## src/rtl/core/ctab_pkg.sv

```systemverilog
// shared types and constants of the clipped tinted alpha blender
`default_nettype none

package ctab_pkg;

	localparam int CH_W       = 8;
	localparam int COORD_W    = 13;
	localparam int CFG_IDX_W  = 3;
	localparam int CFG_DATA_W = 32;

	localparam logic [CH_W-1:0] CH_MAX = 8'hff;

	// register indexes of the configuration port
	localparam logic [CFG_IDX_W-1:0] REG_CLIP_LEFT   = 3'd0;
	localparam logic [CFG_IDX_W-1:0] REG_CLIP_TOP    = 3'd1;
	localparam logic [CFG_IDX_W-1:0] REG_CLIP_RIGHT  = 3'd2;
	localparam logic [CFG_IDX_W-1:0] REG_CLIP_BOTTOM = 3'd3;
	localparam logic [CFG_IDX_W-1:0] REG_TINT_COLOR  = 3'd4;
	localparam logic [CFG_IDX_W-1:0] REG_DRAW_MODE   = 3'd5;

	// drawing modes
	localparam logic MODE_FILL  = 1'b0;
	localparam logic MODE_IMAGE = 1'b1;

	// register reset values
	localparam logic [COORD_W-1:0]    RST_CLIP_LEFT   = 13'd0;
	localparam logic [COORD_W-1:0]    RST_CLIP_TOP    = 13'd0;
	localparam logic [COORD_W-1:0]    RST_CLIP_RIGHT  = 13'd4095;
	localparam logic [COORD_W-1:0]    RST_CLIP_BOTTOM = 13'd4095;
	localparam logic [CFG_DATA_W-1:0] RST_TINT_COLOR  = 32'hffff_ffff;

	typedef logic [CH_W-1:0] chan_t;

	// configuration, tint bytes red green blue alpha from index 0 up
	typedef struct packed {
		logic signed [COORD_W-1:0] clip_left;
		logic signed [COORD_W-1:0] clip_top;
		logic signed [COORD_W-1:0] clip_right;
		logic signed [COORD_W-1:0] clip_bottom;
		logic [3:0][CH_W-1:0]      tint;
		logic                      draw_mode;
	} cfg_t;

	// one input item
	typedef struct packed {
		logic signed [COORD_W-1:0] x;
		logic signed [COORD_W-1:0] y;
		logic [3:0][CH_W-1:0]      dst;
		logic [3:0][CH_W-1:0]      src;
	} pix_t;

	// one result item
	typedef struct packed {
		logic [3:0][CH_W-1:0] rgba;
		logic                 we;
	} res_t;

	// pipeline status towards the top level
	typedef struct packed {
		logic busy;
	} stat_t;

endpackage

`default_nettype wire

```

## src/rtl/core/clipped_tinted_alpha_blender_core.sv

```systemverilog
// clipped tinted alpha blender: an accepted item is registered through stages 1 to 4, and
// its result is valid out of stage 4; throughput one item per cycle unless m_tready is low
// and stalls the output, the four register stages of the blend pipeline each move whenever
// the stage after them is empty or moves
// asynchronous active-low reset empties the pipeline and loads register defaults
// configuration writes are taken in every cycle
`default_nettype none

module clipped_tinted_alpha_blender_core (
	input  wire         clk,
	input  wire         arst_n,
	// configuration write channel
	input  wire         cfg_valid,
	output logic        cfg_ready,
	input  wire  [2:0]  cfg_index,
	input  wire  [31:0] cfg_data,
	// input items
	input  wire         s_tvalid,
	output logic        s_tready,
	// pixel_x, pixel_y, dst_red, dst_green, dst_blue, dst_alpha,
	// src_red, src_green, src_blue, src_alpha, zero fill
	input  wire  [95:0] s_tdata,
	// result items
	output logic        m_tvalid,
	input  wire         m_tready,
	// out_red, out_green, out_blue, out_alpha
	output logic [31:0] m_tdata,
	// write_enable
	output logic [0:0]  m_tuser
);
	import ctab_pkg::*;

	cfg_t  cfg_q;
	pix_t  pix;
	res_t  res;
	stat_t status;

	assign cfg_ready = 1'b1;

	// configuration registers
	always_ff @(posedge clk or negedge arst_n) begin
		if (!arst_n) begin
			cfg_q.clip_left   <= RST_CLIP_LEFT;
			cfg_q.clip_top    <= RST_CLIP_TOP;
			cfg_q.clip_right  <= RST_CLIP_RIGHT;
			cfg_q.clip_bottom <= RST_CLIP_BOTTOM;
			cfg_q.tint        <= RST_TINT_COLOR;
			cfg_q.draw_mode   <= MODE_FILL;
		end else if (cfg_valid && cfg_ready) begin
			case (cfg_index)
				REG_CLIP_LEFT:   cfg_q.clip_left   <= cfg_data[COORD_W-1:0];
				REG_CLIP_TOP:    cfg_q.clip_top    <= cfg_data[COORD_W-1:0];
				REG_CLIP_RIGHT:  cfg_q.clip_right  <= cfg_data[COORD_W-1:0];
				REG_CLIP_BOTTOM: cfg_q.clip_bottom <= cfg_data[COORD_W-1:0];
				REG_TINT_COLOR:  cfg_q.tint        <= cfg_data;
				REG_DRAW_MODE:   cfg_q.draw_mode   <= cfg_data[0];
				default: ;
			endcase
		end
	end

	// unpack the input item
	assign pix.x      = s_tdata[12:0];
	assign pix.y      = s_tdata[25:13];
	assign pix.dst[0] = s_tdata[33:26];
	assign pix.dst[1] = s_tdata[41:34];
	assign pix.dst[2] = s_tdata[49:42];
	assign pix.dst[3] = s_tdata[57:50];
	assign pix.src[0] = s_tdata[65:58];
	assign pix.src[1] = s_tdata[73:66];
	assign pix.src[2] = s_tdata[81:74];
	assign pix.src[3] = s_tdata[89:82];

	ctab_blend_pipe u_pipe (
		.clk       (clk),
		.arst_n    (arst_n),
		.in_valid  (s_tvalid),
		.in_ready  (s_tready),
		.in_pix    (pix),
		.cfg       (cfg_q),
		.out_valid (m_tvalid),
		.out_ready (m_tready),
		.out_res   (res),
		.status    (status)
	);

	assign m_tdata    = res.rgba;
	assign m_tuser[0] = res.we;

	// a ready output side never stalls the input side
	a_no_stall_when_drained: assert property (@(posedge clk) disable iff (!arst_n)
		m_tready |-> s_tready)
		else $error("input stalled although output side is ready");

	// an empty pipeline always takes an item
	a_empty_accepts: assert property (@(posedge clk) disable iff (!arst_n)
		!status.busy |-> s_tready)
		else $error("empty pipeline refused an item");

	// an accepted item is in flight in the next cycle
	a_accept_fills: assert property (@(posedge clk) disable iff (!arst_n)
		(s_tvalid && s_tready) |=> status.busy)
		else $error("accepted item lost from the pipeline");

endmodule

`default_nettype wire

```

## src/rtl/core/ctab_blend_pipe.sv

```systemverilog
// four stage blend pipeline: clip test, products, scaling, selection
`default_nettype none

module ctab_blend_pipe (
	input  wire              clk,
	input  wire              arst_n,
	input  wire              in_valid,
	output logic             in_ready,
	input  ctab_pkg::pix_t   in_pix,
	input  ctab_pkg::cfg_t   cfg,
	output logic             out_valid,
	input  wire              out_ready,
	output ctab_pkg::res_t   out_res,
	output ctab_pkg::stat_t  status
);
	import ctab_pkg::*;

	logic v_s1, v_s2, v_s3, v_s4;
	logic go1, go2, go3, go4;

	// stage 1 registers
	logic [3:0][CH_W-1:0] d_s1;
	logic [2:0][CH_W-1:0] s_s1;
	chan_t                sa_s1;
	logic                 we_s1;
	// stage 2 registers
	logic [3:0][CH_W-1:0] d_s2;
	logic [2:0][15:0]     pa_s2;
	logic [2:0][15:0]     dm_s2;
	chan_t                sa_s2;
	logic                 we_s2;
	// stage 3 registers
	logic [3:0][CH_W-1:0] d_s3;
	logic [2:0][CH_W-1:0] fill_s3;
	logic [2:0][CH_W-1:0] img_a_s3;
	logic [2:0][CH_W-1:0] img_b_s3;
	logic                 we_s3;
	// stage 4 registers
	logic [3:0][CH_W-1:0] rgba_s4;
	logic                 we_s4;

	chan_t       ta;
	logic [15:0] sa_w;
	logic        we_w;
	chan_t       w_alpha;

	assign ta = cfg.tint[3];

	// a stage loads when it is empty or the next one moves
	assign go4      = !v_s4 || out_ready;
	assign go3      = !v_s3 || go4;
	assign go2      = !v_s2 || go3;
	assign go1      = !v_s1 || go2;
	assign in_ready = go1;

	always_ff @(posedge clk or negedge arst_n) begin
		if (!arst_n) begin
			v_s1 <= 1'b0;
			v_s2 <= 1'b0;
			v_s3 <= 1'b0;
			v_s4 <= 1'b0;
		end else begin
			if (go1) v_s1 <= in_valid;
			if (go2) v_s2 <= v_s1;
			if (go3) v_s3 <= v_s2;
			if (go4) v_s4 <= v_s3;
		end
	end

	// clip test and tinted source alpha
	assign sa_w = 16'(in_pix.src[3]) * 16'(ta);
	assign we_w = (ta != '0) &&
		(in_pix.x >= cfg.clip_left) && (in_pix.x < cfg.clip_right) &&
		(in_pix.y >= cfg.clip_top) && (in_pix.y < cfg.clip_bottom);

	always_ff @(posedge clk) begin
		if (go1) begin
			d_s1  <= in_pix.dst;
			s_s1  <= in_pix.src[2:0];
			sa_s1 <= sa_w[15:8];
			we_s1 <= we_w;
		end
	end

	// weight of the destination term
	assign w_alpha = (cfg.draw_mode == MODE_IMAGE) ? sa_s1 : ta;

	// colour and destination products
	always_ff @(posedge clk) begin
		if (go2) begin
			for (int k = 0; k < 3; k++) begin
				if (cfg.draw_mode == MODE_IMAGE)
					pa_s2[k] <= 16'(s_s1[k]) * 16'(cfg.tint[k]);
				else
					pa_s2[k] <= 16'(cfg.tint[k]) * 16'(ta);
				dm_s2[k] <= 16'(d_s1[k]) * 16'(CH_MAX - w_alpha);
			end
			d_s2  <= d_s1;
			sa_s2 <= sa_s1;
			we_s2 <= we_s1;
		end
	end

	// fill sum, and source scaling by the tinted alpha
	always_ff @(posedge clk) begin
		logic [16:0] sum;
		logic [23:0] prod;
		if (go3) begin
			for (int k = 0; k < 3; k++) begin
				sum          = {1'b0, pa_s2[k]} + {1'b0, dm_s2[k]};
				prod         = 24'(pa_s2[k]) * 24'(sa_s2);
				fill_s3[k]  <= sum[15:8];
				img_a_s3[k] <= prod[23:16];
				img_b_s3[k] <= dm_s2[k][15:8];
			end
			d_s3  <= d_s2;
			we_s3 <= we_s2;
		end
	end

	// final selection and saturation
	always_ff @(posedge clk) begin
		logic [CH_W:0]        isum;
		logic [3:0][CH_W-1:0] rgba_nxt;
		if (go4) begin
			rgba_nxt = d_s3;
			if (we_s3) begin
				if (cfg.draw_mode == MODE_FILL) begin
					if (ta == CH_MAX) begin
						rgba_nxt = cfg.tint;
					end else begin
						for (int k = 0; k < 3; k++)
							rgba_nxt[k] = fill_s3[k];
					end
				end else begin
					for (int k = 0; k < 3; k++) begin
						isum = {1'b0, img_a_s3[k]} + {1'b0, img_b_s3[k]};
						rgba_nxt[k] = isum[CH_W] ? CH_MAX : isum[CH_W-1:0];
					end
				end
			end
			rgba_s4 <= rgba_nxt;
			we_s4   <= we_s3;
		end
	end

	assign out_valid    = v_s4;
	assign out_res.rgba = rgba_s4;
	assign out_res.we   = we_s4;
	assign status.busy  = v_s1 || v_s2 || v_s3 || v_s4;

endmodule

`default_nettype wire

```

## config.mk

```make
export PLATFORM = sky130hd
export DESIGN_NAME = clipped_tinted_alpha_blender_core
export DESIGN_NICKNAME = d
export VERILOG_FILES = /design/src/rtl/core/ctab_pkg.sv /design/src/rtl/core/clipped_tinted_alpha_blender_core.sv /design/src/rtl/core/ctab_blend_pipe.sv
export SDC_FILE = /design/constraint.sdc
export NUM_CORES = 2
export LEC_CHECK = 0
export ABC_AREA = 0
export CORE_UTILIZATION = 55
export DETAILED_ROUTE_END_ITERATION = 6
export DONT_BUFFER_PORTS = 1
export GPL_TIMING_DRIVEN = 0
export PLACE_DENSITY = 0.73
export RECOVER_POWER = 50
export SLEW_MARGIN = 20
export SYNTH_ARGS = -nofsm -noshare
export SYNTH_HDL_FRONTEND = slang
export SYNTH_SLANG_ARGS = --single-unit
```

## constraint.sdc

```tcl
create_clock -name clk -period 4.9 [get_ports clk]
set_input_delay 0.98 -clock clk [delete_from_list [all_inputs] [get_ports clk]]
set_output_delay 0.98 -clock clk [all_outputs]
set_load 0.05 [all_outputs]
```

# [Yosys cells after proc, flatten, opt, wreduce, memory -nomap -nowiden]
# Index checks and enable logic that the tools add are counted.
[word_totals] register_bits=429 in_bits=136 word_cells=115
[classes] n_addsub=7 n_mul=13 n_lt_le_gt_ge=4 n_eq_ne=6 n_mux=12 n_reduce_logical=20
[ops] op="multiplier 8 x 8 -> 16 bit" count=7
[ops] op="multiplier 16 x 8 -> 24 bit" count=3
[ops] op="adder 16 bit" count=3
[ops] op="multiplier 8 x 16 -> 16 bit" count=3
[ops] op="2-to-1 mux 16 bit" count=3
[ops] op="2-to-1 mux 24 bit" count=2
[ops] op="2-to-1 mux 8 bit" count=6
[ops] op="2-to-1 mux 32 bit" count=1
[ops] op="adder 8 x 8 -> 9 bit" count=3
[ops] op=">= comparator 13 bit" count=2
[ops] op="less-than comparator 13 bit" count=2
[ops] op="AND reduction 2 bit" count=6
[ops] op="subtractor 8 x 8 -> 9 bit (first input constant)" count=1
[ops] op="== test 8 bit (second input constant)" count=1
[ops] op="nonzero test 8 bit" count=1
[ops] op="== test 3 x 2 -> 1 bit (second input constant)" count=2
[ops] op="== test 3 bit (second input constant)" count=2
[ops] op="logical AND 1 bit" count=4
[ops] op="logical NOT 1 bit" count=4
[ops] op="logical OR 1 bit" count=4
[ops] op="== test 3 x 1 -> 1 bit (second input constant)" count=1
[ops] op="logical NOT 3 bit" count=1

# [Longest topological paths before layout]
[logic_depth] depth_word=5 mapped_depth=20 mapped_depth_nobuf=19

# [Cells and area by module]
# From an unflattened synthesis, not the netlist that was laid out.
[hier_totals] hier_cells=4861 area_unflattened_um2=49919.1
[by_module_without_submodules] module="ctab_blend_pipe" n_inst=1 cells_per_inst=4675 area_each_um2=46607.2 seq_area_each_um2=10309.9
[by_module_without_submodules] module="clipped_tinted_alpha_blender_core" n_inst=1 cells_per_inst=186 area_each_um2=3311.9 seq_area_each_um2=2197.1

# [Worst setup path before layout]
# No wires, ideal clock.
[synth_timing] path_kind="input port to flip-flop" start="input port m_tready" end="register u_pipe.d_s2[0] in the netlist's numbering, enable pin" setup_time_ns=1.523 t_arrival_ns=4.289 t_required_ns=3.377 path_slack_ns=-0.912 path_stages=2 path_buffers=0 cell_sequence="nor2b_1 -> nand3_1"
[synth_between] elab_chain_cells=3
[synth_lines] item="start: declaration" line_no="clipped_tinted_alpha_blender_core.sv:25" text="input wire m_tready,"
[synth_lines] item="logical OR 1 bit" line_no="ctab_blend_pipe.sv:50" text="assign go4 = !v_s4 || out_ready;"
[synth_lines] item="logical OR 1 bit" line_no="ctab_blend_pipe.sv:51" text="assign go3 = !v_s3 || go4;"
[synth_lines] item="logical OR 1 bit" line_no="ctab_blend_pipe.sv:52" text="assign go2 = !v_s2 || go3;"
[synth_lines] item="named net u_pipe.go2" line_no="ctab_blend_pipe.sv:19" text="logic go1, go2, go3, go4;"
[synth_lines] item="end signal: assignment" line_no="ctab_blend_pipe.sv:98" text="d_s2 <= d_s1;"
[synth_lines] item="end: declaration" line_no="ctab_blend_pipe.sv:27" text="logic [3:0][CH_W-1:0] d_s2;"
# The timed path passes the listed nets, and every way through them passes these cells.
# A chain may end at the register's enable or synchronous reset.

# [Final worst setup path]
[layout_timing] start="register u_pipe.sa_s2[4]" end="register u_pipe.img_a_s3[15] in the netlist's numbering (data pin)"
[layout_between] elab_chain_cells=1
[layout_lines] item="start: declaration" line_no="ctab_blend_pipe.sv:30" text="chan_t sa_s2;"
[layout_lines] item="start signal: assignment" line_no="ctab_blend_pipe.sv:99" text="sa_s2 <= sa_s1;"
[layout_lines] item="multiplier 16 x 8 -> 24 bit" line_no="ctab_blend_pipe.sv:111" text="prod = 24'(pa_s2[k]) * 24'(sa_s2);"
[layout_lines] item="end signal: indexed assignment" line_no="ctab_blend_pipe.sv:113" text="img_a_s3[k] <= prod[23:16];"
[layout_lines] item="end: declaration" line_no="ctab_blend_pipe.sv:35" text="logic [2:0][CH_W-1:0] img_a_s3;"
# Every way passes these cells.

==> run_summary.xml <==
<?xml version="1.0" encoding="UTF-8"?>
<metrics>
  <group name="sta">
    <metric name="grt_setup_unrepaired" unit="">true</metric>
    <metric name="clock-skew-final" unit="ns">0.0231</metric>
    <metric name="final-hold-violation-count" unit="">0</metric>
    <metric name="timing.fmax" unit="MHz">186</metric>
    <metric name="finalWorstSetupSlack" unit="ns">-0.479</metric>
    <metric name="worst_slew_pin_slew" unit="ns">2.94</metric>
    <metric name="period_share" unit="">1.10</metric>
    <metric name="total_of_endpoints_with_negative_setup_slack_in_the_final_report" unit="">38</metric>
    <metric name="report.final.slew_viol_count" unit="">70</metric>
    <metric name="layout_min_cycle_time" unit="ns">5.38</metric>
    <metric name="slew-limit-headroom" unit="">-0.961</metric>
    <metric name="tns" unit="ns">-7.74</metric>
  </group>
  <group name="floorplanning">
    <metric name="rows" unit="">109</metric>
    <metric name="dieArea" unit="µm²">91700</metric>
    <metric name="die-width" unit="µm">303</metric>
    <metric name="chipHeight" unit="µm">303</metric>
    <metric name="core" unit="µm²">89100</metric>
    <metric name="num_io_pins" unit="">172</metric>
    <metric name="initial_utilization" unit="">0.559</metric>
  </group>
  <group name="critical_path">
    <metric name="critPathBufInv" unit="">6</metric>
    <metric name="reg2reg_depth" unit="">20</metric>
    <metric name="path_common_cell" unit="">sky130_fd_sc_hd__fa_1</metric>
    <metric name="worst_path_max_delay_cell" unit="">sky130_fd_sc_hd__or4b_4</metric>
    <metric name="worst_ep_required_time" unit="ns">5.29</metric>
    <metric name="path_max_fanout" unit="">5</metric>
    <metric name="critical_path.reg2reg.endpoint" unit="">u_pipe.img_a_s3[15]</metric>
    <metric name="timing.critical_path.arrival" unit="ns">5.77</metric>
    <metric name="worst_path_largest_cell_delay" unit="ns">0.55</metric>
    <metric name="path_class" unit="">reg -&gt; reg</metric>
    <metric name="critical_path.cell_chain" unit="">buf_8, buf_6, clkbuf_16, nand2_4, fa_1, fa_1, inv_1, fa_1, inv_1, fa_1, inv_2, ha_4, a21oi_2, a21oi_2, o311a_4, or4b_4, and3_4, o31a_1, nor2_2, xnor2_1</metric>
    <metric name="critical_path.reg2reg.startpoint" unit="">u_pipe.sa_s2[4]</metric>
    <metric name="crit_family" unit="">adder cells</metric>
    <metric name="timing.critical_path.to_type" unit="">flip-flop</metric>
    <metric name="startpoint_type" unit="">flip-flop</metric>
    <metric name="cp-startpoint" unit="">u_pipe.sa_s2[4]</metric>
    <metric name="ff2ff_setup_slack" unit="ns">-0.48</metric>
  </group>
  <group name="clock_tree">
    <metric name="clk_pin_slew" unit="ns">0.07</metric>
    <metric name="cts_sinks" unit="">429</metric>
    <metric name="worst_skew_pair.late_latency" unit="ns">0.66</metric>
    <metric name="tritoncts" unit="">built</metric>
    <metric name="cts_inserted_buffers" unit="">50</metric>
    <metric name="clock_path_buffers" unit="">3</metric>
    <metric name="cts_root_buffer" unit="">sky130_fd_sc_hd__clkbuf_16</metric>
    <metric name="htree_levels" unit="">2</metric>
  </group>
  <group name="drt">
    <metric name="initialDrtViolationCount" unit="">2679</metric>
    <metric name="wl_per_cell" unit="µm">21.3</metric>
    <metric name="remaining_design_rule_violation_count" unit="">0</metric>
    <metric name="drt_pre_antenna_iters" unit="">5</metric>
    <metric name="wl" unit="µm">135000</metric>
    <metric name="postRouteAntennaNets" unit="">0</metric>
    <metric name="via_per_inst" unit="">5.63</metric>
    <metric name="num_vias" unit="">35700</metric>
  </group>
  <group name="place">
    <metric name="numPortBuffers" unit="">0</metric>
    <metric name="hpwlAfterDp" unit="µm">102000</metric>
    <metric name="routabilityCongestion" unit="">0.948</metric>
    <metric name="placedInstanceArea" unit="µm²">51700</metric>
  </group>
  <group name="yosys">
    <metric name="netlist_instances" unit="">4910</metric>
    <metric name="mappedNetlistNets" unit="">6253</metric>
    <metric name="netlist-cell-type-count" unit="">68</metric>
    <metric name="syn_avg_cell_area" unit="µm²">10.1</metric>
    <metric name="synth-edff-count" unit="">340</metric>
    <metric name="synth-async-reset-ratio" unit="">0.207</metric>
    <metric name="synth_sequential_area_ratio" unit="">0.251</metric>
    <metric name="ys.warnings.count" unit="">0</metric>
    <metric name="ys_ff_latch" unit="">429</metric>
    <metric name="synth-main-ff-cell" unit="">sky130_fd_sc_hd__edfxtp_1</metric>
    <metric name="syn_area" unit="µm²">49800</metric>
  </group>
  <group name="run_status">
    <metric name="violations" unit="">max-capacitance violations, max-slew violations, negative setup slack</metric>
    <metric name="run_status" unit="">finished, violations left</metric>
  </group>
  <group name="layout">
    <metric name="drive_above_1_share" unit="">0.151</metric>
    <metric name="fillerInstances" unit="">6868</metric>
    <metric name="synthToLayoutAreaGrowth" unit="%">14.4</metric>
    <metric name="finalCoreUtilization" unit="">0.639</metric>
    <metric name="number_of_nets_in_the_layout" unit="">6470</metric>
    <metric name="post-route-cell-area" unit="µm²">56900</metric>
  </group>
  <group name="global_route">
    <metric name="grt_max_degree" unit="">70</metric>
    <metric name="initial_antenna_violation_count" unit="">7</metric>
    <metric name="grt_use_total" unit="">0.301</metric>
    <metric name="grt_overflow" unit="">0</metric>
    <metric name="first_global_vias" unit="">37800</metric>
    <metric name="grt_pass1_wl" unit="µm">209000</metric>
  </group>
  <group name="run">
    <metric name="maxCapViolations" unit="">3</metric>
  </group>
  <group name="hold_path">
    <metric name="hold_class" unit="">in -&gt; async</metric>
  </group>
</metrics>
==> final cells by class <==
class	count	area (µm²)	share of cell area
multi-input combinational	3421	34700	0.609
sequential	429	12600	0.221
inverter	914	3430	0.0603
timing repair buffer	180	1680	0.0296
tap	1165	1460	0.0256
buffer	131	1390	0.0244
clock buffer	62	1360	0.0239
clock inverter	31	355	0.00624
antenna	9	22.5	0.000396
==> per-layer routing <==
| layer | part of all wire | track usage |
|---|---|---|
| met3 | 0.079 | 0.0551 |
| met2 | 0.47 | 0.492 |
| met5 | 0.00013 | 0 |
| met1 | 0.40 | 0.385 |
| met4 | 0.055 | 0.154 |
==> sequential cells by signal (all words and copies together) (netlist names), 8 cells and up <==
register         flops
u_pipe.out_res      32
cfg_q               85
u_pipe.img_b_s3     24
u_pipe.d_s2         32
u_pipe.pa_s2        48
u_pipe.s_s1         24
u_pipe.sa_s2         8
u_pipe.d_s3         32
u_pipe.fill_s3      24
u_pipe.d_s1         32
u_pipe.img_a_s3     24
u_pipe.dm_s2        48
u_pipe.sa_s1         8
==> timing repair <==
action / CTS / global route
gates cloned: 1 / 1
buffers inserted: 112 / 55
hold buffers: 1 / 0
pin swaps: 98 / 143
resized for setup: 387 / 238
setup endpoints to repair: 83 / 60
endpoints found under the hold margin: 21 / 0
==> cells in the mapped netlist (12+ instances only) <==
| master | instances | area, µm² |
|---|---|---|
| sky130_fd_sc_hd__nand2b_1 | 22 | 138 |
| sky130_fd_sc_hd__and3_1 | 16 | 100 |
| sky130_fd_sc_hd__nor2_1 | 146 | 548 |
| sky130_fd_sc_hd__o221ai_1 | 26 | 228 |
| sky130_fd_sc_hd__a21boi_0 | 24 | 180 |
| sky130_fd_sc_hd__a31oi_1 | 12 | 75.1 |
| sky130_fd_sc_hd__ha_1 | 596 | 7460 |
| sky130_fd_sc_hd__dfrtp_1 | 33 | 826 |
| sky130_fd_sc_hd__o21ai_0 | 117 | 586 |
| sky130_fd_sc_hd__inv_1 | 914 | 3430 |
| sky130_fd_sc_hd__or2_2 | 15 | 93.8 |
| sky130_fd_sc_hd__clkbuf_1 | 141 | 529 |
| sky130_fd_sc_hd__nand2_1 | 329 | 1230 |
| sky130_fd_sc_hd__xnor2_1 | 110 | 963 |
| sky130_fd_sc_hd__nand3_1 | 37 | 185 |
| sky130_fd_sc_hd__mux2i_1 | 18 | 180 |
| sky130_fd_sc_hd__a21o_1 | 44 | 330 |
| sky130_fd_sc_hd__and2_1 | 791 | 4950 |
| sky130_fd_sc_hd__o21a_1 | 25 | 188 |
| sky130_fd_sc_hd__nand4_1 | 14 | 87.6 |
| sky130_fd_sc_hd__or3_1 | 12 | 75.1 |
| sky130_fd_sc_hd__nor3_1 | 50 | 250 |
| sky130_fd_sc_hd__edfxtp_1 | 340 | 10200 |
| sky130_fd_sc_hd__dfstp_2 | 56 | 1470 |
| sky130_fd_sc_hd__xor2_1 | 52 | 455 |
| sky130_fd_sc_hd__fa_1 | 611 | 12200 |
| sky130_fd_sc_hd__mux2_2 | 82 | 923 |
| sky130_fd_sc_hd__nor2b_1 | 26 | 163 |
| sky130_fd_sc_hd__a21oi_1 | 124 | 621 |
==> worst max path at each step <==
stage	endpoint	slack (ns)	depth (start not counted)
after floorplan	u_pipe.img_a_s3[15]	-0.004	17
after global placement	u_pipe.d_s1[16]	-2.24	2
after detailed placement	u_pipe.dm_s2[47]	-1.28	19
after CTS	u_pipe.img_a_s3[15]	-0.43	18
after global routing	u_pipe.img_a_s3[15]	-0.56	18
final	u_pipe.img_a_s3[15]	-0.48	20
==> stage by stage <==
stage,hold WS [ns],setup slack (ns),std cells
final,0.0308,-0.479,6342
after global routing,0.0225,-0.557,6333
after CTS,0.000907,-0.435,6286
after detailed placement,0.405,-1.28,6090
after global placement,0.401,-2.24,6075
after floorplan,0.400,-0.00364,4910
==> logic make-up (layout without fill, tap and decap cells) <==
kind of cell | count (synthesis) | after routing | share of synthesized area
other cells | 1 | 10 | 0.0000754
flops | 429 | 429 | 0.251
simple gates | 1491 | 1491 | 0.163
xor+xnor | 162 | 162 | 0.0285
buf+inv | 1060 | 1318 | 0.0800
mux | 100 | 100 | 0.0222
compound gates | 460 | 460 | 0.0596
fa+ha+maj | 1207 | 1207 | 0.396
==> placed cells by master, fill, tap and decap left out, drive strengths merged, types with 10 or more instances in the layout <==
master	synthesis	final
mux2	82	82
or2	15	15
a21o	44	44
nand2b	22	22
nor3	50	50
mux2i	18	18
xor2	52	52
dfrtp	33	33
a31oi	12	12
o41ai	12	12
clkbuf	141	162
and3	16	16
edfxtp	340	340
o21ai	119	119
and2	791	791
buf	5	211
fa	611	611
dfstp	56	56
a21oi	125	125
a21boi	24	24
inv	914	923
nor2	147	147
clkinv	0	14
o211ai	10	10
o221ai	26	26
nor2b	26	26
nand3	37	37
xnor2	110	110
nand2	329	329
nand4	14	14
o21a	25	25
ha	596	596
or3	12	12
Power is left out: the tool's default activity adds up to more than one toggle a clock period on the data nets, which glitch-free logic cannot reach.
